`config.mk`:
```
export PLATFORM = sky130hd
export DESIGN_NAME = swm_cell
export DESIGN_NICKNAME = d
export VERILOG_FILES = /design/src/hw/rtl/swm_pkg.sv /design/src/hw/rtl/swm_cell.sv
export SDC_FILE = /design/constraint.sdc
export NUM_CORES = 1
export LEC_CHECK = 0
export ABC_CLOCK_PERIOD_IN_PS = 5660
export BUFFER_PORTS_ARGS = -buffer_cell sky130_fd_sc_hd__buf_2
export CAP_MARGIN = 0
export CORE_AREA = 3 3 162 101
export DETAILED_ROUTE_END_ITERATION = 10
export DIE_AREA = 0 0 165 104
export HOLD_SLACK_MARGIN = 0.12
export PLACE_DENSITY = 0.77
export SLEW_MARGIN = 20
export SYNTH_ARGS = -nofsm -noshare
export SYNTH_HDL_FRONTEND = slang
export SYNTH_SLANG_ARGS = --single-unit
```
`constraint.sdc`:
```
create_clock -name clk -period 5.66 [get_ports clk]
set_input_delay 1.698 -clock clk [delete_from_list [all_inputs] [get_ports clk]]
set_output_delay 1.698 -clock clk [all_outputs]
set_load 0.05 [all_outputs]
```
`src/hw/rtl/swm_pkg.sv`:
```
// Shared types and constants of the sliding window median filter.
package swm_pkg;

  localparam int DEF_MAX_WINDOW   = 64;
  localparam int DEF_SAMPLE_WIDTH = 32;

  localparam int                CFG_W        = 7;
  localparam logic [CFG_W-1:0]  WINDOW_RESET = 7'd3;

  typedef enum logic {
    ST_IDLE,
    ST_DRAIN
  } state_t;

  // Per-transaction controls broadcast to every cell.
  typedef struct packed {
    logic accept;
    logic evict;
    logic load;
    logic shift;
  } ctl_t;

  // Flags a cell shows its neighbors.
  typedef struct packed {
    logic ge;   // at or above the evicted entry
    logic le;   // valid and not above the new sample
    logic lep;  // le of the entry here once the eviction has closed the gap
  } nbr_t;

endpackage

```
`src/hw/rtl/swm_cell.sv`:
```
// One slot of the sorted window: sorted entry, delay-line tap and read-out stage.
module swm_cell #(
  parameter int SAMPLE_WIDTH = swm_pkg::DEF_SAMPLE_WIDTH,
  parameter int MAX_WINDOW   = swm_pkg::DEF_MAX_WINDOW,
  parameter int INDEX        = 0
) (
  input  logic                                          clk,
  input  swm_pkg::ctl_t                                 ctl,
  input  logic signed [SAMPLE_WIDTH-1:0]                x,
  input  logic signed [SAMPLE_WIDTH-1:0]                old,
  input  logic [$clog2(MAX_WINDOW+1)-1:0]               fill,
  input  logic [((MAX_WINDOW > 1) ? $clog2(MAX_WINDOW) : 1)-1:0] w_last,
  input  swm_pkg::nbr_t                                 left_nbr,
  input  logic signed [SAMPLE_WIDTH-1:0]                left_value,
  input  swm_pkg::nbr_t                                 right_nbr,
  input  logic signed [SAMPLE_WIDTH-1:0]                right_value,
  input  logic signed [SAMPLE_WIDTH-1:0]                right_tap,
  input  logic signed [SAMPLE_WIDTH-1:0]                right_pipe,
  output swm_pkg::nbr_t                                 nbr,
  output logic signed [SAMPLE_WIDTH-1:0]                value,
  output logic signed [SAMPLE_WIDTH-1:0]                tap,
  output logic signed [SAMPLE_WIDTH-1:0]                pipe
);

  localparam int WIN_W = $clog2(MAX_WINDOW+1);
  localparam int IDX_W = (MAX_WINDOW > 1) ? $clog2(MAX_WINDOW) : 1;

  logic                           valid;
  logic signed [SAMPLE_WIDTH-1:0] gap_value;   // entry here after eviction
  logic signed [SAMPLE_WIDTH-1:0] left_gap;    // entry to the left after eviction
  logic signed [SAMPLE_WIDTH-1:0] value_next;

  assign valid = WIN_W'(INDEX) < fill;

  // Equal values sit oldest first, so the evicted one is the first equal to old.
  assign nbr.ge  = ctl.evict && valid && (value >= old);
  assign nbr.le  = valid && (value <= x);
  assign nbr.lep = nbr.ge ? right_nbr.le : nbr.le;

  assign gap_value = nbr.ge      ? right_value : value;
  assign left_gap  = left_nbr.ge ? value       : left_value;

  always_comb begin
    if (nbr.lep) begin
      value_next = gap_value;
    end else if (left_nbr.lep) begin
      value_next = x;
    end else begin
      value_next = left_gap;
    end
  end

  always_ff @(posedge clk) begin
    if (ctl.accept) begin
      value <= value_next;
      tap   <= (IDX_W'(INDEX) == w_last) ? x : right_tap;
    end
    if (ctl.load) begin
      pipe <= value_next;
    end else if (ctl.shift) begin
      pipe <= right_pipe;
    end
  end

endmodule

```
* Word-level counts from Yosys, hierarchy flattened *
Index checks and enable logic that the tools add are counted.

cells by class
  add/subtract/negate cells = 0
  multipliers = 0
  div/mod/pow operators = 0
  $lt $le $gt $ge = 3
  equal/unequal tests = 0
  shift operators = 0
  multiplexer cells = 8
  bitwise gates (word level) = 0
  reduce and logical (&&, ||, !) cells = 5

operators with widths
  cell                  number
  $mux W32              7
  $ge A32 B32 Y1        1
  $le A32 B32 Y1        1
  $lt A1 B7 Y1 const A  1
  $logic_not A6 Y1      1
  $logic_and A1 B1 Y1   3
  $reduce_bool A2 Y1    1
  $mux W1               1

storage, ports and cells
  register bits after elaboration = 96
  bits in latches = 0
  RAM bits = 0
  memory bits (read-only) = 0
  input bits = 216
  word-level logic and storage cells = 19
  memories kept = 0

* Logic depth before layout (Yosys ltp) *
  depth after elaboration = 6
  depth in mapped cells = 12
  mapped depth without buffers = 10

* Worst setup path before layout *
OpenSTA, ideal clock, no wires.

  kind = input port to output port
  from = in old[30]
  to = out nbr[0] (netlist name)
  data arrival time = 3.965 ns
  data required time = 3.962 ns
  path slack = -0.003 ns
  stages on the path = 11
  path through = inv_1 > ha_1 > a21oi_2 > nand2_1 > a221o_1 > nor4_2 > a211oi_2 > or3b_1 > buf_6 > buf_2 > nand2_1

RTL lines
  item         RTL line        RTL
  from (decl)  swm_cell.sv:10  input logic signed [SAMPLE_WIDTH-1:0] old,
  to (decl)    swm_cell.sv:19  output swm_pkg::nbr_t nbr,

==> impl_summary.txt <==
----------------------------------------------------
[Finish]
  Share of cells above drive strength 1 ... 0.394
  Number of inserted diodes ... 0
  Final net count ... 1280
  Final instance count without filler cells ... 1208
  Area occupied by multi-input gates ... 0.00345 mm^2
  Final core utilization ... 0.583
  Summed area of non-filler cells in the final layout ... 0.00881 mm^2
  Layout overhead on the synthesized area ... 31.4%
  Layout fillers ... 1349
  Seq. cell area ... 0.00288 mm^2

[Synthesis]
  Flops & latches, synth ... 96
  Gate Count Post-Synth ... 697
  Mean area per synthesized cell ... 9.61 um^2
  Post-synthesis net count ... 977
  Yosys cell types ... 45
  Summed instance area of the synthesized netlist ... 0.00670 mm^2
  Share of synthesized area occupied by flip-flops and latches ... 0.430
  Yosys warning count ... 0

[Clocking]
  Register clock-pin slew on the reported worst setup and hold paths ... 70 ps
  CTS H-Tree Depth ... 3
  Num CTS Buffers ... 9
  Clk sinks ... 96
  Cell chosen for the clock root ... clkbuf_16
  TritonCTS clock tree ... yes
  Quantity of hold-fixing buffers added after cts ... 0
  Worst skew pair latency ... 340 ps
  Number of buffers between clock root and the deepest sink ... 2

[Timing]
  Minimum period implied by the final worst setup slack ... 5550 ps
  Post-route worst setup slack ... 111 ps
  Total Neg Setup Slack ... 0 ps
  Max Clock Skew ... 9.13 ps
  Tightest slew margin relative to the limit ... 0.249
  Actual transition at the worst max-transition pin ... 1130 ps
  Final max-slew violation count ... 0
  Final Hold Violating Endpoints ... 0
  Final count of negative-setup-slack endpoints ... 0
  Maximum frequency from static timing analysis ... 0.180 GHz
  Final worst path period share ... 0.980

[Floorplanning]
  Number of placed I/O pins ... 315
  Die Y ... 104 um
  Initial core utilization ... 0.443
  Row count ... 35
  Die area ... 0.0172 mm^2
  Floorplan core area ... 0.0151 mm^2
  Horizontal die dimension ... 165 um

[Pwr]
  Total power divided by cell area ... 542 mW/mm^2
  Int Pwr ... 0.00234 W
  Largest voltage drop on the vdd net ... 0.000356 V
  Proportion of power drawn by flip-flops and latches ... 0.290
  Sw Share ... 0.509
  Relative contribution of the clock network to total power ... 0.122
  Net load switching power ... 0.00243 W
  Leak Pwr ... 4.35 nW
  Relative contribution of combinational cells to total power ... 0.588

[Place]
  Dpl ws ... -96.1 ps
  Routability congestion estimate from global placement ... 0.868
  HPWL after detailed placement ... 17.1 mm
  Post-Place Cells ... 1190
  Area post-placement ... 0.00847 mm^2
  I/O Buffers ... 311

[Global route]
  Overflow after GRT ... 0
  Initial antenna violation count ... 1
  Via count of the first global-routing pass ... 6217
  Maximum number of pins on one net before global-route repair ... 65
  GRT Util Overall ... 0.253
  Global-route wire length before repair ... 33.6 mm

[Setup path]
  Worst-path fanout max ... 2
  Worst setup path end ... nbr[1]
  Worst R2R Path Depth ... 11
  Startpoint type of the worst setup path ... input port
  Beginning of the worst register-to-register path ... value[0]$_DFFE_PP_
  Start-to-end type of the worst setup path ... input port to output port
  Launching instance or port of the critical path ... x[25]
  Endpoint class of the critical path ... output port
  Slack of the worst reg-to-reg path ... 2030 ps
  Destination of the worst register-to-register timing path ... pipe[4]$_DFFE_PP_
  Data arrival time of the critical path ... 3850 ps
  Data required time of the worst path ... 3960 ps

[Job]
  Number of max-cap violations ... 0

[Run status]
  Run status ... finished, final reports clean

[Detailed routing]
  Post-route DRC violation count ... 0
  Initial DRC Count ... 538
  Total wirelength of the detailed-routed design ... 22.3 mm
  First-pass detailed-route iteration total ... 6
  Count of vias placed by the detailed router ... 6548
  Post-detailed-route count of antenna-violating nets ... 0
  Vias per Instance ... 5.42
  DR WL/cell ... 18.5 um

[Hold path]
  Class of the tightest hold or removal check ... register to register

----------------------------------------------------
## stage by stage
step | total power (W) | hold WS, ps
4_1_cts | 0.00474 | 762
6_report | 0.00477 | 760
5_1_grt | 0.00509 | 794
3_3_place_gp | 0.00405 | 693
2_1_floorplan | 0.00341 | 985
3_5_place_dp | 0.00413 | 743
## timing repair
action,4_1_cts,5_1_grt
endpoints found under the setup margin,2,2
resized for setup,5,9
pin swaps,4,5
setup buffers,0,2
endpoints found under the hold margin,0,0
## flip-flops by register name (all words and copies together), names as in the netlist
register	count
value	32
tap	32
pipe	32
## cell families (layout without fill, tap and decap cells)
group	count (synthesis)	after routing	synth area share
AO/OA/AOI/OAI	180	180	0.176
buffers and inverters	103	411	0.0626
adder cells (fa/ha/maj)	64	64	0.120
flip-flops	96	96	0.430
multiplexers	33	33	0.0495
AND/OR/NAND/NOR	221	221	0.162
## critical path, cell delays in order
cell and delay [ps]:
buf_2 100, inv_1 70, ha_1 300, nand4_1 210, nor4_2 340, buf_4 160
nand4_1 210, a31oi_2 260, o221ai_2 160, and2_4 190, buf_6 140
## cells in the mapped netlist (all sizes together)
cell | count | area [um^2]
edfxtp | 96 | 2880
nand2 | 85 | 319
nor2 | 69 | 259
inv | 66 | 248
ha | 64 | 801
a21oi | 59 | 299
o21ai | 43 | 215
and3 | 32 | 275
mux2i | 32 | 320
o22ai | 32 | 200
o31ai | 32 | 340
clkbuf | 22 | 83.8
buf | 15 | 87.6
nand4 | 10 | 62.6
nor4 | 6 | 43.8
nand3 | 5 | 25.0
nand2b | 4 | 25.0
a21o | 3 | 22.5
and4 | 3 | 26.3
a221o | 2 | 20.0
a221oi | 2 | 17.5
and2 | 2 | 12.5
a2111o | 1 | 11.3
a211oi | 1 | 12.5
a31o | 1 | 8.76
a31oi | 1 | 6.26
and3b | 1 | 8.76
mux2 | 1 | 11.3
nor2b | 1 | 6.26
nor3 | 1 | 5.00
o211a | 1 | 10.0
o221ai | 1 | 8.76
o311a | 1 | 10.0
or2 | 1 | 6.26
or3b | 1 | 8.76
## cell usage in the layout, fill, tap and decap left out, types with 2 or more instances in the layout
cell	count
a21oi_2	2
inv_1	65
and3_1	17
o31ai_1	12
inv_6	2
nand4_1	10
o21ai_0	41
nor4_2	3
buf_4	18
buf_2	309
ha_1	64
nand3_1	4
nor4_1	3
a221o_1	2
clkbuf_16	9
nor2_1	69
mux2i_1	32
o31ai_2	20
nand2_2	2
buf_6	2
o22ai_1	32
edfxtp_1	96
nand2b_1	4
o21ai_1	2
and4_1	3
a21oi_1	57
a21o_1	3
nand2_1	83
and3_4	15
## layer usage
| metal | vias up | share of wire | GRT usage |
|---|---|---|---|
| met5 | - | 0 | 0 |
| met2 | 340 | 0.43 | 0.375 |
| met4 | 0 | 0.012 | 0.0563 |
| li1 | 3158 | - | - |
| met3 | 18 | 0.11 | 0.0661 |
| met1 | 3032 | 0.45 | 0.371 |
## area by class of cell
cell class,count,share of cell area
repair buffers,329,0.194
well taps,203,0.0288
inverters,66,0.0281
flip-flops and latches,96,0.327
clock buffers,10,0.0260
multi-input cells,498,0.391
clock inverters,6,0.00483
## worst min path at each step
stage                              from             endpoint  slack (ps)  cells past startpoint
floorplan            value[0]$_DFFE_PP_   value[0]$_DFFE_PP_         990                      2
global placement     value[0]$_DFFE_PP_   value[0]$_DFFE_PP_         690                      2
detailed placement  value[25]$_DFFE_PP_  value[25]$_DFFE_PP_         740                      2
CTS                 value[25]$_DFFE_PP_  value[25]$_DFFE_PP_         760                      2
global route         value[0]$_DFFE_PP_   value[0]$_DFFE_PP_         790                      2
finish              value[25]$_DFFE_PP_  value[25]$_DFFE_PP_         760                      2
## power by group through the flow
stage               clock network [W]  registers (W)  logic [W]
floorplan                           0        0.00211    0.00130
global placement                    0        0.00138    0.00267
detailed placement                  0        0.00139    0.00273
CTS                          0.000597        0.00138    0.00276
global route                 0.000630        0.00142    0.00304
finish                       0.000581        0.00138    0.00281
No activity file was read; power rests on OpenSTA's default activity.
